`src/hdl/u8col_pkg.sv`:
```
`timescale 1ns / 1ps
// u8col_pkg: shared constants and types for the UTF-8 offset to line/column block.
// No dependencies.
package u8col_pkg;

   localparam logic [7:0] BYTE_LF = 8'h0A;
   localparam logic [7:0] BYTE_CR = 8'h0D;

   localparam int unsigned CSR_ADDR_BITS = 3;
   localparam logic [CSR_ADDR_BITS-1:0] REG_TARGET_OFFSET = 3'd0;

   // summary of one item's scan, handed from the step logic to the counters
   typedef struct packed {
      logic       stop;       // scan has reached its end point
      logic [2:0] consumed;   // bytes retired from the window
      logic [2:0] fill_next;  // bytes left in the window
      logic [2:0] lines_add;  // newlines retired
      logic       unit_clr;   // column restarts (a newline was retired)
      logic [2:0] units_add;  // UTF-16 units since the last clear or the old column
   } scan_ctl_type;

endpackage

```
`src/hdl/u8col_step.sv`:
```
`timescale 1ns / 1ps
// u8col_step: per-item scan of the four-byte look-ahead window.
// Depends on u8col_pkg.
module u8col_step import u8col_pkg::*; (
   input  logic [3:0][7:0] pending,
   input  logic [2:0]      fill,
   input  logic            stopped,
   input  logic [7:0]      data_byte,
   input  logic            last,
   input  logic [2:0]      room,        // distance to target, saturated at 7
   output logic [3:0][7:0] pending_next,
   output scan_ctl_type    ctl
);

   typedef struct packed {
      logic       lf;
      logic       cr;
      logic       wait_more;
      logic [2:0] len;
      logic [1:0] units;
   } seq_info_type;

   function automatic logic is_cont(input logic [7:0] b);
      return (b & 8'hC0) == 8'h80;
   endfunction

   function automatic seq_info_type classify(input logic [7:0] b0, input logic [7:0] b1,
                                             input logic [7:0] b2, input logic [7:0] b3,
                                             input logic [2:0] avail, input logic at_end);
      seq_info_type r;
      logic         lead2;
      logic         lead3;
      logic         lead4;
      logic [2:0]   need;
      lead2 = (b0 & 8'hE0) == 8'hC0;
      lead3 = (b0 & 8'hF0) == 8'hE0;
      lead4 = (b0 & 8'hF8) == 8'hF0;
      need  = lead2 ? 3'd2 : lead3 ? 3'd3 : lead4 ? 3'd4 : 3'd1;
      r.lf  = b0 == BYTE_LF;
      r.cr  = b0 == BYTE_CR;
      r.wait_more = !at_end && (avail < need);
      if (b0 < 8'h80) begin
         r.len = 3'd1;
      end else if (lead2 && avail >= 3'd2 && is_cont(b1)) begin
         r.len = 3'd2;
      end else if (lead3 && avail >= 3'd3 && is_cont(b1) && is_cont(b2)) begin
         r.len = 3'd3;
      end else if (lead4 && avail >= 3'd4 && is_cont(b1) && is_cont(b2) && is_cont(b3)) begin
         r.len = 3'd4;
      end else begin
         r.len = 3'd1;
      end
      // four-byte value reaches 0x10000 when any of its top five bits is set
      r.units = (r.len == 3'd4 && ((b0 & 8'h07) != 8'h00 || b1[5:4] != 2'b00)) ? 2'd2 : 2'd1;
      return r;
   endfunction

   logic            append;
   logic [2:0]      n;
   logic [7:0][7:0] ext;
   seq_info_type    info [4];

   always_comb begin
      append = !stopped && !fill[2];
      n      = fill + {2'b00, append};
      ext    = {32'h0, pending};
      if (append) begin
         ext[fill[1:0]] = data_byte;
      end
   end

   always_comb begin
      for (int s = 0; s < 4; s++) begin
         info[s] = classify(ext[s], ext[s+1], ext[s+2], ext[s+3],
                            (n > 3'(s)) ? n - 3'(s) : 3'd0, last);
      end
   end

   logic [2:0]   p;
   logic         halt;
   logic         stop;
   logic [2:0]   lines;
   logic         clr;
   logic [2:0]   ua;
   logic [3:0]   seq_end;
   seq_info_type cur;

   always_comb begin
      p       = 3'd0;
      halt    = stopped;
      stop    = stopped;
      lines   = 3'd0;
      clr     = 1'b0;
      ua      = 3'd0;
      seq_end = 4'd0;
      cur     = info[0];
      for (int i = 0; i < 4; i++) begin
         if (!halt && p < n) begin
            cur     = info[p[1:0]];
            seq_end = {1'b0, p} + {1'b0, cur.len};
            if (p >= room) begin
               stop = 1'b1;
               halt = 1'b1;
            end else if (cur.lf) begin
               lines = lines + 3'd1;
               clr   = 1'b1;
               ua    = 3'd0;
               p     = p + 3'd1;
            end else if (cur.cr) begin
               p = p + 3'd1;
            end else if (cur.wait_more) begin
               halt = 1'b1;
            end else if (seq_end > {1'b0, room}) begin
               stop = 1'b1;
               halt = 1'b1;
            end else begin
               ua = ua + {1'b0, cur.units};
               p  = seq_end[2:0];
            end
         end
      end
   end

   always_comb begin
      unique case (p)
         3'd0:    pending_next = ext[3:0];
         3'd1:    pending_next = ext[4:1];
         3'd2:    pending_next = ext[5:2];
         3'd3:    pending_next = ext[6:3];
         default: pending_next = ext[7:4];
      endcase
      ctl.stop      = stop;
      ctl.consumed  = p;
      ctl.fill_next = n - p;
      ctl.lines_add = lines;
      ctl.unit_clr  = clr;
      ctl.units_add = ua;
   end

endmodule

```
`src/hdl/utf8_offset_to_line_utf16_column_core.sv`:
```
`timescale 1ns / 1ps
// utf8_offset_to_line_utf16_column_core: top level, counters, CSR port, result register.
// Depends on u8col_pkg and u8col_step.
//
// Usage:
//   req_*  carries the UTF-8 text, one byte per item, req_tlast on the final byte.
//   rsp_*  carries one item per text: (line, UTF-16 column) of the byte offset held in
//          the target register, both zero-based.
//   csr_*  APB-style port; register 0 at address 0 is the target offset.
// Timing:
//   Every byte is scanned in the cycle it is accepted; one byte per cycle is sustained.
//   The result is registered and appears on rsp in the cycle after the last byte is accepted.
//   The result register is the only buffer: req_tready drops only while a result
//   waits and rsp_tready is low.
// Reset:
//   Synchronous, active high. Clears the target to zero and starts a new text.
//   After each last byte the scan state returns to its start for the next text.
module utf8_offset_to_line_utf16_column_core import u8col_pkg::*; #(
   parameter int unsigned OFFSET_BITS = 24
) (
   input  logic                     clock,
   input  logic                     reset,
   input  logic                     req_tvalid,
   output logic                     req_tready,
   input  logic [7:0]               req_tdata,   // [7:0] data_byte
   input  logic                     req_tlast,
   output logic                     rsp_tvalid,
   input  logic                     rsp_tready,
   output logic [47:0]              rsp_tdata,   // [23:0] line, [47:24] column_units
   input  logic                     csr_psel,
   input  logic                     csr_penable,
   input  logic                     csr_pwrite,
   input  logic [CSR_ADDR_BITS-1:0] csr_paddr,
   input  logic [31:0]              csr_pwdata,
   output logic [31:0]              csr_prdata,
   output logic                     csr_pready
);

   logic [OFFSET_BITS-1:0] target_ff, target_in;
   logic [OFFSET_BITS-1:0] byte_index_ff, byte_index_in;
   logic [OFFSET_BITS-1:0] line_ff, line_in;
   logic [OFFSET_BITS-1:0] unit_ff, unit_in;
   logic [3:0][7:0]        pending_ff, pending_in;
   logic [2:0]             fill_ff, fill_in;
   logic                   stopped_ff, stopped_in;
   logic                   rsp_valid_ff, rsp_valid_in;
   logic [23:0]            rsp_line_ff, rsp_line_in;
   logic [23:0]            rsp_unit_ff, rsp_unit_in;

   logic                   accept;
   logic                   csr_write;
   logic [OFFSET_BITS+31:0] wdata_ext;
   logic [OFFSET_BITS+31:0] target_ext;
   logic [OFFSET_BITS:0]   to_go;
   logic [2:0]             room;
   logic [3:0][7:0]        pending_next;
   scan_ctl_type           ctl;
   logic [OFFSET_BITS-1:0] line_next;
   logic [OFFSET_BITS-1:0] unit_next;
   logic [OFFSET_BITS+23:0] line_ext;
   logic [OFFSET_BITS+23:0] unit_ext;

   assign csr_pready = 1'b1;
   assign csr_write  = csr_psel && csr_penable && csr_pwrite && csr_pready;
   assign wdata_ext  = {{OFFSET_BITS{1'b0}}, csr_pwdata};
   assign target_ext = {32'h0, target_ff};
   assign target_in  = (csr_write && csr_paddr == REG_TARGET_OFFSET) ?
                       wdata_ext[OFFSET_BITS-1:0] : target_ff;
   assign csr_prdata = (csr_paddr == REG_TARGET_OFFSET) ? target_ext[31:0] : 32'h0;

   assign req_tready = !rsp_valid_ff || rsp_tready;
   assign accept     = req_tvalid && req_tready;

   // bytes still to go before the target, saturated to what one item can use
   always_comb begin
      to_go = {1'b0, target_ff} - {1'b0, byte_index_ff};
      if (to_go[OFFSET_BITS]) begin
         room = 3'd0;
      end else if (to_go[OFFSET_BITS-1:3] != '0) begin
         room = 3'd7;
      end else begin
         room = to_go[2:0];
      end
   end

   u8col_step u_step (
      .pending      (pending_ff),
      .fill         (fill_ff),
      .stopped      (stopped_ff),
      .data_byte    (req_tdata),
      .last         (req_tlast),
      .room         (room),
      .pending_next (pending_next),
      .ctl          (ctl)
   );

   always_comb begin
      line_next = line_ff + OFFSET_BITS'(ctl.lines_add);
      unit_next = ctl.unit_clr ? OFFSET_BITS'(ctl.units_add)
                               : unit_ff + OFFSET_BITS'(ctl.units_add);
      line_ext  = {24'h0, line_next};
      unit_ext  = {24'h0, unit_next};

      byte_index_in = byte_index_ff;
      line_in       = line_ff;
      unit_in       = unit_ff;
      pending_in    = pending_ff;
      fill_in       = fill_ff;
      stopped_in    = stopped_ff;
      rsp_line_in   = rsp_line_ff;
      rsp_unit_in   = rsp_unit_ff;
      rsp_valid_in  = rsp_valid_ff && !rsp_tready;

      if (accept) begin
         pending_in = pending_next;
         if (req_tlast) begin
            byte_index_in = '0;
            line_in       = '0;
            unit_in       = '0;
            fill_in       = 3'd0;
            stopped_in    = 1'b0;
            rsp_line_in   = line_ext[23:0];
            rsp_unit_in   = unit_ext[23:0];
            rsp_valid_in  = 1'b1;
         end else begin
            byte_index_in = byte_index_ff + OFFSET_BITS'(ctl.consumed);
            line_in       = line_next;
            unit_in       = unit_next;
            fill_in       = ctl.fill_next;
            stopped_in    = ctl.stop;
         end
      end
   end

   always_ff @(posedge clock) begin
      if (reset) begin
         target_ff     <= '0;
         byte_index_ff <= '0;
         line_ff       <= '0;
         unit_ff       <= '0;
         fill_ff       <= 3'd0;
         stopped_ff    <= 1'b0;
         rsp_valid_ff  <= 1'b0;
      end else begin
         target_ff     <= target_in;
         byte_index_ff <= byte_index_in;
         line_ff       <= line_in;
         unit_ff       <= unit_in;
         fill_ff       <= fill_in;
         stopped_ff    <= stopped_in;
         rsp_valid_ff  <= rsp_valid_in;
      end
   end

   always_ff @(posedge clock) begin
      pending_ff  <= pending_in;
      rsp_line_ff <= rsp_line_in;
      rsp_unit_ff <= rsp_unit_in;
   end

   assign rsp_tvalid = rsp_valid_ff;
   assign rsp_tdata  = {rsp_unit_ff, rsp_line_ff};

   a_last_gives_rsp: assert property (@(posedge clock) disable iff (reset)
      (accept && req_tlast) |=> rsp_tvalid)
      else $error("last item did not produce a result");

   a_no_spurious_rsp: assert property (@(posedge clock) disable iff (reset)
      (accept && !req_tlast && !(rsp_valid_ff && !rsp_tready)) |=> !rsp_tvalid)
      else $error("result without a last item");

   a_window_bound: assert property (@(posedge clock) disable iff (reset)
      !stopped_ff |-> (fill_ff < 3'd4))
      else $error("look-ahead window full while scanning");

   a_restart: assert property (@(posedge clock) disable iff (reset)
      (accept && req_tlast) |=> (fill_ff == 3'd0 && !stopped_ff && byte_index_ff == '0))
      else $error("scan state not cleared after last item");

endmodule

```
`config.mk`:
```
export PLATFORM = sky130hd
export DESIGN_NAME = utf8_offset_to_line_utf16_column_core
export DESIGN_NICKNAME = d
export VERILOG_FILES = /design/src/hdl/u8col_pkg.sv /design/src/hdl/u8col_step.sv /design/src/hdl/utf8_offset_to_line_utf16_column_core.sv
export SDC_FILE = /design/constraint.sdc
export NUM_CORES = 1
export LEC_CHECK = 0
export ABC_AREA = 1
export BUFFER_PORTS_ARGS = -buffer_cell sky130_fd_sc_hd__buf_4
export CORE_MARGIN = 2
export CORE_UTILIZATION = 50
export DETAILED_ROUTE_END_ITERATION = 8
export PLACE_DENSITY = 0.69
export SYNTH_ARGS = -nofsm -noshare
export SYNTH_HDL_FRONTEND = slang
export SYNTH_SLANG_ARGS = --single-unit
```
`constraint.sdc`:
```
create_clock -name clock -period 27.7 [get_ports clock]
set_input_delay 2.77 -clock clock [delete_from_list [all_inputs] [get_ports clock]]
set_output_delay 2.77 -clock clock [all_outputs]
set_load 0.05 [all_outputs]
```
==> impl_table.tex, run 1 <==
\begin{tabular}{lr}
\hline
Metric & Value \\
\hline
\multicolumn{2}{l}{\textbf{Global routing}} \\
Overflow left after global routing & 0 \\
Initial antenna violation count & 0 \\
Total global routing track utilization & 24.9\% \\
Pin count of the biggest net entering global routing & 61 \\
First-pass GRT wire length & 61800 µm \\
Via count of the first global-routing pass & 12.8k \\
\multicolumn{2}{l}{\textbf{Yosys}} \\
Synth Area in Simple Gates & 33.4\% \\
Fraction of registers with async set or reset after synthesis & 0\% \\
Parity-gate share of the synthesized area counting xor and xnor cells & 2.32\% \\
Adder-cell share of the synthesized area & 10.3\% \\
Average cell area after synthesis & 6.90 µm² \\
Multiplexer area fraction after synthesis & 0\% \\
Share of Yosys cell area claimed by the top area cell type & 16.7\% \\
Largest family of logic cells by synthesized area & simple AND/OR/NAND/NOR gates \\
Cell area after synthesis & 0.0144 mm² \\
Compound-Gate Fraction of Synth Area & 11.7\% \\
Yosys warnings & 0 \\
Most used DFF post-synth & dfxtp\_1 \\
Cell taking the most area after synthesis & edfxtp\_1 \\
Top area cells in the synthesized netlist & edfxtp\_1, dfxtp\_1, nand2\_1 \\
Netlist cell types & 61 \\
Cells after Synth & 2083 \\
Sequential element share of the synthesized area & 30.8\% \\
Post-synthesis sequential element count & 181 \\
Number of flops mapped to enable cells by yosys & 80 \\
\multicolumn{2}{l}{\textbf{Clock tree}} \\
CTS tree & done \\
Quantity of gates resized following cts & 0 \\
Post-CTS Setup Repair Bufs & 0 \\
H-Tree Level Count & 4 \\
CTS clock-pin slew for the worst setup and hold paths & 90 ps \\
Clock buffers created by TritonCTS & 17 \\
Maximum number of buffers from clock root to sink & 2 \\
Clock Latency Late Sink & 450 ps \\
Number of clock sinks & 181 \\
Count of hold buffers inserted by post-cts repair & 0 \\
Cell chosen for the clock root & clkbuf\_16 \\
\multicolumn{2}{l}{\textbf{Worst hold path}} \\
Hold/Removal Path Class & reg -> reg \\
\multicolumn{2}{l}{\textbf{Timing}} \\
Maximum clock rate & 58.7 MHz \\
Ratio of final minimum period to clock period & 61.5\% \\
Setup violations, final & 0 \\
Unrepaired setup endpoints after global routing & no \\
Number of pins with negative max-slew slack in the final report & 0 \\
Tightest Pin Transition & 1070 ps \\
TNS Setup & 0 ps \\
Final Hold Viols & 0 \\
Shortest clock period the worst path allows after layout & 17030 ps \\
Setup Skew & 22.2 ps \\
Worst slew margin & 27.9\% \\
\multicolumn{2}{l}{\textbf{Setup path}} \\
Arrival time of data at the critical path endpoint & 17410 ps \\
Critical path endpoint category & flip-flop \\
Slowest cell delay on critical path & 460 ps \\
Most common cell on crit path & inv\_1 \\
Required @ worst endpoint & 28080 ps \\
CP Launch Type & input port \\
CP Max Fanout & 19 \\
Master of the slowest instance on the critical path & fa\_1 \\
Critical path class & in -> reg \\
\multicolumn{2}{l}{\textbf{Route}} \\
Ratio of routed vias to standard cells & 5.27 \\
Number of DRC violations after detailed-routing iteration 0 & 1072 \\
Vias & 13.6k \\
Detail-routed net length per standard cell & 14.5 µm \\
Sum of routed wire length over all layers & 37300 µm \\
DRC viols & 0 \\
DRT antenna net count & 0 \\
Number of detailed-route iterations in the first pass & 5 \\
\multicolumn{2}{l}{\textbf{Die}} \\
Number of top-level pins & 134 \\
Die area & 0.0301 mm² \\
Number of rows created at floorplan & 62 \\
Placeable core region & 0.0285 mm² \\
Floorplan die width & 173 µm \\
Initial core utilization & 50.5\% \\
Die Y-Extent & 173 µm \\
\multicolumn{2}{l}{\textbf{Cells and area}} \\
Final Non-Filler Cells & 2570 \\
Final nets & 2336 \\
Leading cell type in the layout, fill and taps excluded & nand2\_1 \\
Antenna diode instance count & 0 \\
Fraction of final layout cells with drive strength greater than 1 & 11.7\% \\
Synthesis-to-finish area growth & 12.0\% \\
Most frequent cells in the layout & nand2\_1, inv\_1, nor2\_1, nand3\_1, a21oi\_1 \\
\multicolumn{2}{l}{\textbf{Job}} \\
Maximum Capacitance Violations & 0 \\
\multicolumn{2}{l}{\textbf{Place}} \\
Total placed cells including tap cells & 2538 \\
RD Place Congestion & 0.942 \\
Placed wire-length estimate & 28000 µm \\
Buffers on Ports & 116 \\
\multicolumn{2}{l}{\textbf{Run status}} \\
Run status & completed \\
\hline
\end{tabular}
registers in the layout, indices dropped and copies added (netlist names), 3 cells and up:
name           flops
rsp_unit_ff       24
line_ff           24
target_ff         24
pending_ff        32
fill_ff            3
unit_ff           24
byte_index_ff     24
rsp_line_ff       24
worst max-delay path, delay by kind of cell:
| kind | cells | cell delay (ps) |
|---|---|---|
| and+or+nand+nor | 46 | 6130 |
| adders and majority gates | 11 | 3370 |
| AOI/OAI and AO/OA | 17 | 2540 |
| buffers and inverters | 17 | 1910 |
| xor gates and xnor gates | 3 | 680 |
cell families after synthesis:
family	Yosys count
flip-flops	181
buffers and inverters	401
AND/OR/NAND/NOR	1045
XOR/XNOR	38
adder cells (fa/ha/maj)	112
other	2
AO/OA/AOI/OAI	304
synth_stat cells, drive strengths merged, types with 3 or more instances:
| library cell | instances |
|---|---|
| nand3b | 6 |
| o21ai | 105 |
| nand2 | 541 |
| nor3 | 41 |
| a211oi | 3 |
| a21oi | 148 |
| xor2 | 20 |
| buf | 29 |
| edfxtp | 80 |
| fa | 11 |
| or2 | 3 |
| nand4 | 49 |
| nor4 | 6 |
| nor2 | 213 |
| ha | 101 |
| xnor2 | 18 |
| o211ai | 4 |
| a21o | 4 |
| a31oi | 10 |
| nand3 | 177 |
| o21bai | 5 |
| o22ai | 14 |
| clkbuf | 28 |
| nor3b | 6 |
| dfxtp | 101 |
| inv | 341 |
| clkinv | 3 |
per-layer routing:
layer	part of all wire [%]	global-route usage (%)	vias up
met1	48	34.1	6147
met5	0	0	-
li1	-	-	6952
met3	4.9	3.27	63
met4	2.4	7.84	0
met2	45	40.8	390
final timing paths:
kind,to,slack (ps),startpoint,depth (start not counted)
worst max-delay path,unit_ff[23]$_SDFFE_PP0P_,10670,req_tdata[6],94
worst min-delay path,unit_ff[4]$_SDFFE_PP0P_,470,unit_ff[4]$_SDFFE_PP0P_,2
worst max register to register,unit_ff[23]$_SDFFE_PP0P_,11180,stopped_ff$_SDFFE_PP0P_,99
worst min register to register,unit_ff[4]$_SDFFE_PP0P_,470,unit_ff[4]$_SDFFE_PP0P_,2
per-stage QoR:
step           cell area [µm²]  setup slack [ps]  hold WS (ps)  utilization (%)
6_report                 16100             10670           470             56.5
5_1_grt                  16100              9050           505             56.5
4_1_cts                  16100             10820           468             56.5
3_5_place_dp             15500             10430           456             54.3
3_3_place_gp             15500             10760           452             54.3
2_1_floorplan            14400             12910           445                -
area by class of cell:
class	instances	area (µm²)
multi-input combinational	1508	8350
fill	2742	12400
clock buffer	17	425
clock inverter	15	211
sequential	181	4420
timing repair buffer	121	908
inverter	344	1290
tap	384	480
Power of run 1 is not shown: default switching activity piles up to over one toggle a cycle in this logic, so the estimate is an artifact.
==> run 2: changes to the inputs <==
Settings changed: ABC_AREA 1 to 0.
Clock period 27.7 ns to 16.41 ns, I/O delays scaled along.
==> run 2 against run 1 <==
Sequential share of layout area fell by 2.0 points. First-iteration DRC count rose by 27%. Sequential cell count did not move. Non-clock buffer count rose by 75. Highest routed layer unchanged.
==> impl_table.tex, run 2 <==
\begin{tabular}{lr}
\hline
Metric & Value \\
\hline
\multicolumn{2}{l}{\textbf{Global routing}} \\
Initial antenna violation count & 0 \\
Total global routing track utilization & 26.9\% \\
First-pass GRT wire length & 67200 µm \\
Overflow left after global routing & 0 \\
Via count of the first global-routing pass & 12.9k \\
Pin count of the biggest net entering global routing & 78 \\
\multicolumn{2}{l}{\textbf{Route}} \\
DRC viols & 0 \\
Number of detailed-route iterations in the first pass & 5 \\
Number of DRC violations after detailed-routing iteration 0 & 1360 \\
Sum of routed wire length over all layers & 43300 µm \\
Detail-routed net length per standard cell & 18.8 µm \\
Ratio of routed vias to standard cells & 6.10 \\
Vias & 14.0k \\
DRT antenna net count & 0 \\
\multicolumn{2}{l}{\textbf{Die}} \\
Number of top-level pins & 134 \\
Number of rows created at floorplan & 63 \\
Die area & 0.0310 mm² \\
Floorplan die width & 176 µm \\
Placeable core region & 0.0294 mm² \\
Initial core utilization & 50.4\% \\
Die Y-Extent & 176 µm \\
\multicolumn{2}{l}{\textbf{Setup path}} \\
CP Launch Type & flip-flop \\
Arrival time of data at the critical path endpoint & 16080 ps \\
Master of the slowest instance on the critical path & fa\_2 \\
Crit path from & target\_ff[1]\$\_SDFFE\_PP0P\_ \\
Required @ worst endpoint & 16720 ps \\
Worst reg2reg path startpoint & target\_ff[1]\$\_SDFFE\_PP0P\_ \\
Critical path class & reg -> reg \\
Critical path endpoint category & flip-flop \\
Slowest cell delay on critical path & 610 ps \\
Buf+Inv Stages, Crit Path & 6 \\
Largest delay contributor family on the critical path & compound AO/OA/AOI/OAI gates \\
Count of cells along the worst register-to-register path & 78 \\
Worst flop-to-flop path endpoint & unit\_ff[18]\$\_SDFFE\_PP0P\_ \\
CP Max Fanout & 7 \\
Setup slack of the most critical reg-to-reg path & 640 ps \\
\multicolumn{2}{l}{\textbf{Timing}} \\
Worst hold margin & 461 ps \\
Worst slew margin & 17.6\% \\
Tightest Pin Transition & 1220 ps \\
Ratio of final minimum period to clock period & 96.1\% \\
Number of pins with negative max-slew slack in the final report & 0 \\
TNS Setup & 0 ps \\
Shortest clock period the worst path allows after layout & 15770 ps \\
Final Hold Viols & 0 \\
Maximum clock rate & 63.4 MHz \\
Setup violations, final & 0 \\
Setup Skew & 23.8 ps \\
\multicolumn{2}{l}{\textbf{Clock tree}} \\
CTS clock-pin slew for the worst setup and hold paths & 80 ps \\
Cell chosen for the clock root & clkbuf\_16 \\
CTS tree & done \\
Clock Latency Late Sink & 460 ps \\
Maximum number of buffers from clock root to sink & 2 \\
Number of clock sinks & 181 \\
Clock buffers created by TritonCTS & 17 \\
H-Tree Level Count & 4 \\
\multicolumn{2}{l}{\textbf{Cells and area}} \\
Most frequent cells in the layout & buf\_4, nand2\_1, nor2\_1, a21oi\_1, dfxtp\_1 \\
Register with the highest flop count & pending\_ff \\
Largest register FFs & 32 \\
Leading cell type in the layout, fill and taps excluded & buf\_4 \\
Final nets & 2058 \\
Post-Route Utilization & 59.1\% \\
Filler instances & 2649 \\
Fraction of final layout cells with drive strength greater than 1 & 19.8\% \\
Synthesis-to-finish area growth & 17.2\% \\
Antenna diode instance count & 0 \\
\multicolumn{2}{l}{\textbf{Yosys}} \\
Average cell area after synthesis & 8.40 µm² \\
Cell area after synthesis & 0.0148 mm² \\
Most common library cells after synthesis & nor2\_1, nand2\_1, a21oi\_1, dfxtp\_1, ha\_1 \\
Sequential element share of the synthesized area & 29.9\% \\
Top area cells in the synthesized netlist & edfxtp\_1, dfxtp\_1, ha\_1 \\
Most used DFF post-synth & dfxtp\_1 \\
Post-synthesis sequential element count & 181 \\
Cell taking the most area after synthesis & edfxtp\_1 \\
Fraction of registers with async set or reset after synthesis & 0\% \\
Netlist cell types & 118 \\
Number of flops mapped to enable cells by yosys & 80 \\
Share of Yosys cell area claimed by the top area cell type & 16.2\% \\
Yosys warnings & 0 \\
Cell with the most instances after synthesis & nor2\_1 \\
Cells after Synth & 1763 \\
\multicolumn{2}{l}{\textbf{Place}} \\
RD Place Congestion & 0.924 \\
Buffers on Ports & 116 \\
Placed wire-length estimate & 31300 µm \\
\multicolumn{2}{l}{\textbf{Worst hold path}} \\
Hold/Removal Path Class & reg -> reg \\
Hold Crit Endpoint & line\_ff[0]\$\_SDFFE\_PP0P\_ \\
Hold path depth & 2 \\
Hold\_sp & line\_ff[0]\$\_SDFFE\_PP0P\_ \\
\multicolumn{2}{l}{\textbf{Job}} \\
Maximum Capacitance Violations & 0 \\
\multicolumn{2}{l}{\textbf{Run status}} \\
Run status & completed \\
\hline
\end{tabular}
## run 2: cell type report
type,count,area (µm²),share of cell area (%)
multi-input combinational,1421,10000,57.8
sequential,181,4430,25.5
timing repair buffer,196,1470,8.47
tap,390,488,2.81
clock buffer,17,425,2.45
inverter,78,300,1.73
clock inverter,15,211,1.22
## run 2: cell families (layout without fill, tap and decap cells)
family,count (synthesis),in the layout,synth area share (%)
buf+inv,168,306,5.10
mux,55,55,3.94
fa+ha+maj,112,112,10.0
other cells,2,9,0.0507
compound gates,475,475,22.7
xor+xnor,82,82,4.85
simple gates,688,688,23.5
flops,181,181,29.9
## run 2: metrics by stage
step	cells	setup slack, ps	area (µm²)
2_1_floorplan	1770	25.0	14900
3_3_place_gp	2243	132	16200
3_5_place_dp	2243	-109	16200
4_1_cts	2277	17.7	16900
5_1_grt	2298	-89.4	17400
6_report	2298	640	17400
## run 2: timing repair
action / in CTS / in global routing
pin swaps: 1 / 33
gates cloned: 0 / 0
setup endpoints to repair: 13 / 59
setup buffers: 2 / 21
gates resized for setup: 3 / 82
hold buffers: 0 / 0
## run 2: worst reg2reg max path: cells and delay by family, from the launching register on
kind                     cells  cell delay (ps)
buffers and inverters        6              630
AND/OR/NAND/NOR             29             4840
adder cells (fa/ha/maj)     13             4140
flip-flops                   1              340
XOR/XNOR                     1              190
AO/OA/AOI/OAI               28             5350
multiplexers                 1              140
## run 2: worst max-delay path by stage
stage	cells after the start	slack (ps)	end
after floorplan	85	20	unit_ff[22]$_SDFFE_PP0P_
after global placement	78	130	unit_ff[19]$_SDFFE_PP0P_
after detailed placement	78	-110	unit_ff[21]$_SDFFE_PP0P_
after CTS	78	20	unit_ff[18]$_SDFFE_PP0P_
after global routing	78	-90	unit_ff[21]$_SDFFE_PP0P_
final	78	640	unit_ff[18]$_SDFFE_PP0P_
## run 2: routing by layer
layer,vias up,track usage (%),share of wire (%)
li1,6719,-,-
met1,6666,36.8,45
met2,537,43.7,46
met3,98,3.19,6.3
met4,0,9.75,3.0
met5,-,0,0
Power of run 2 is left out for the same reason.
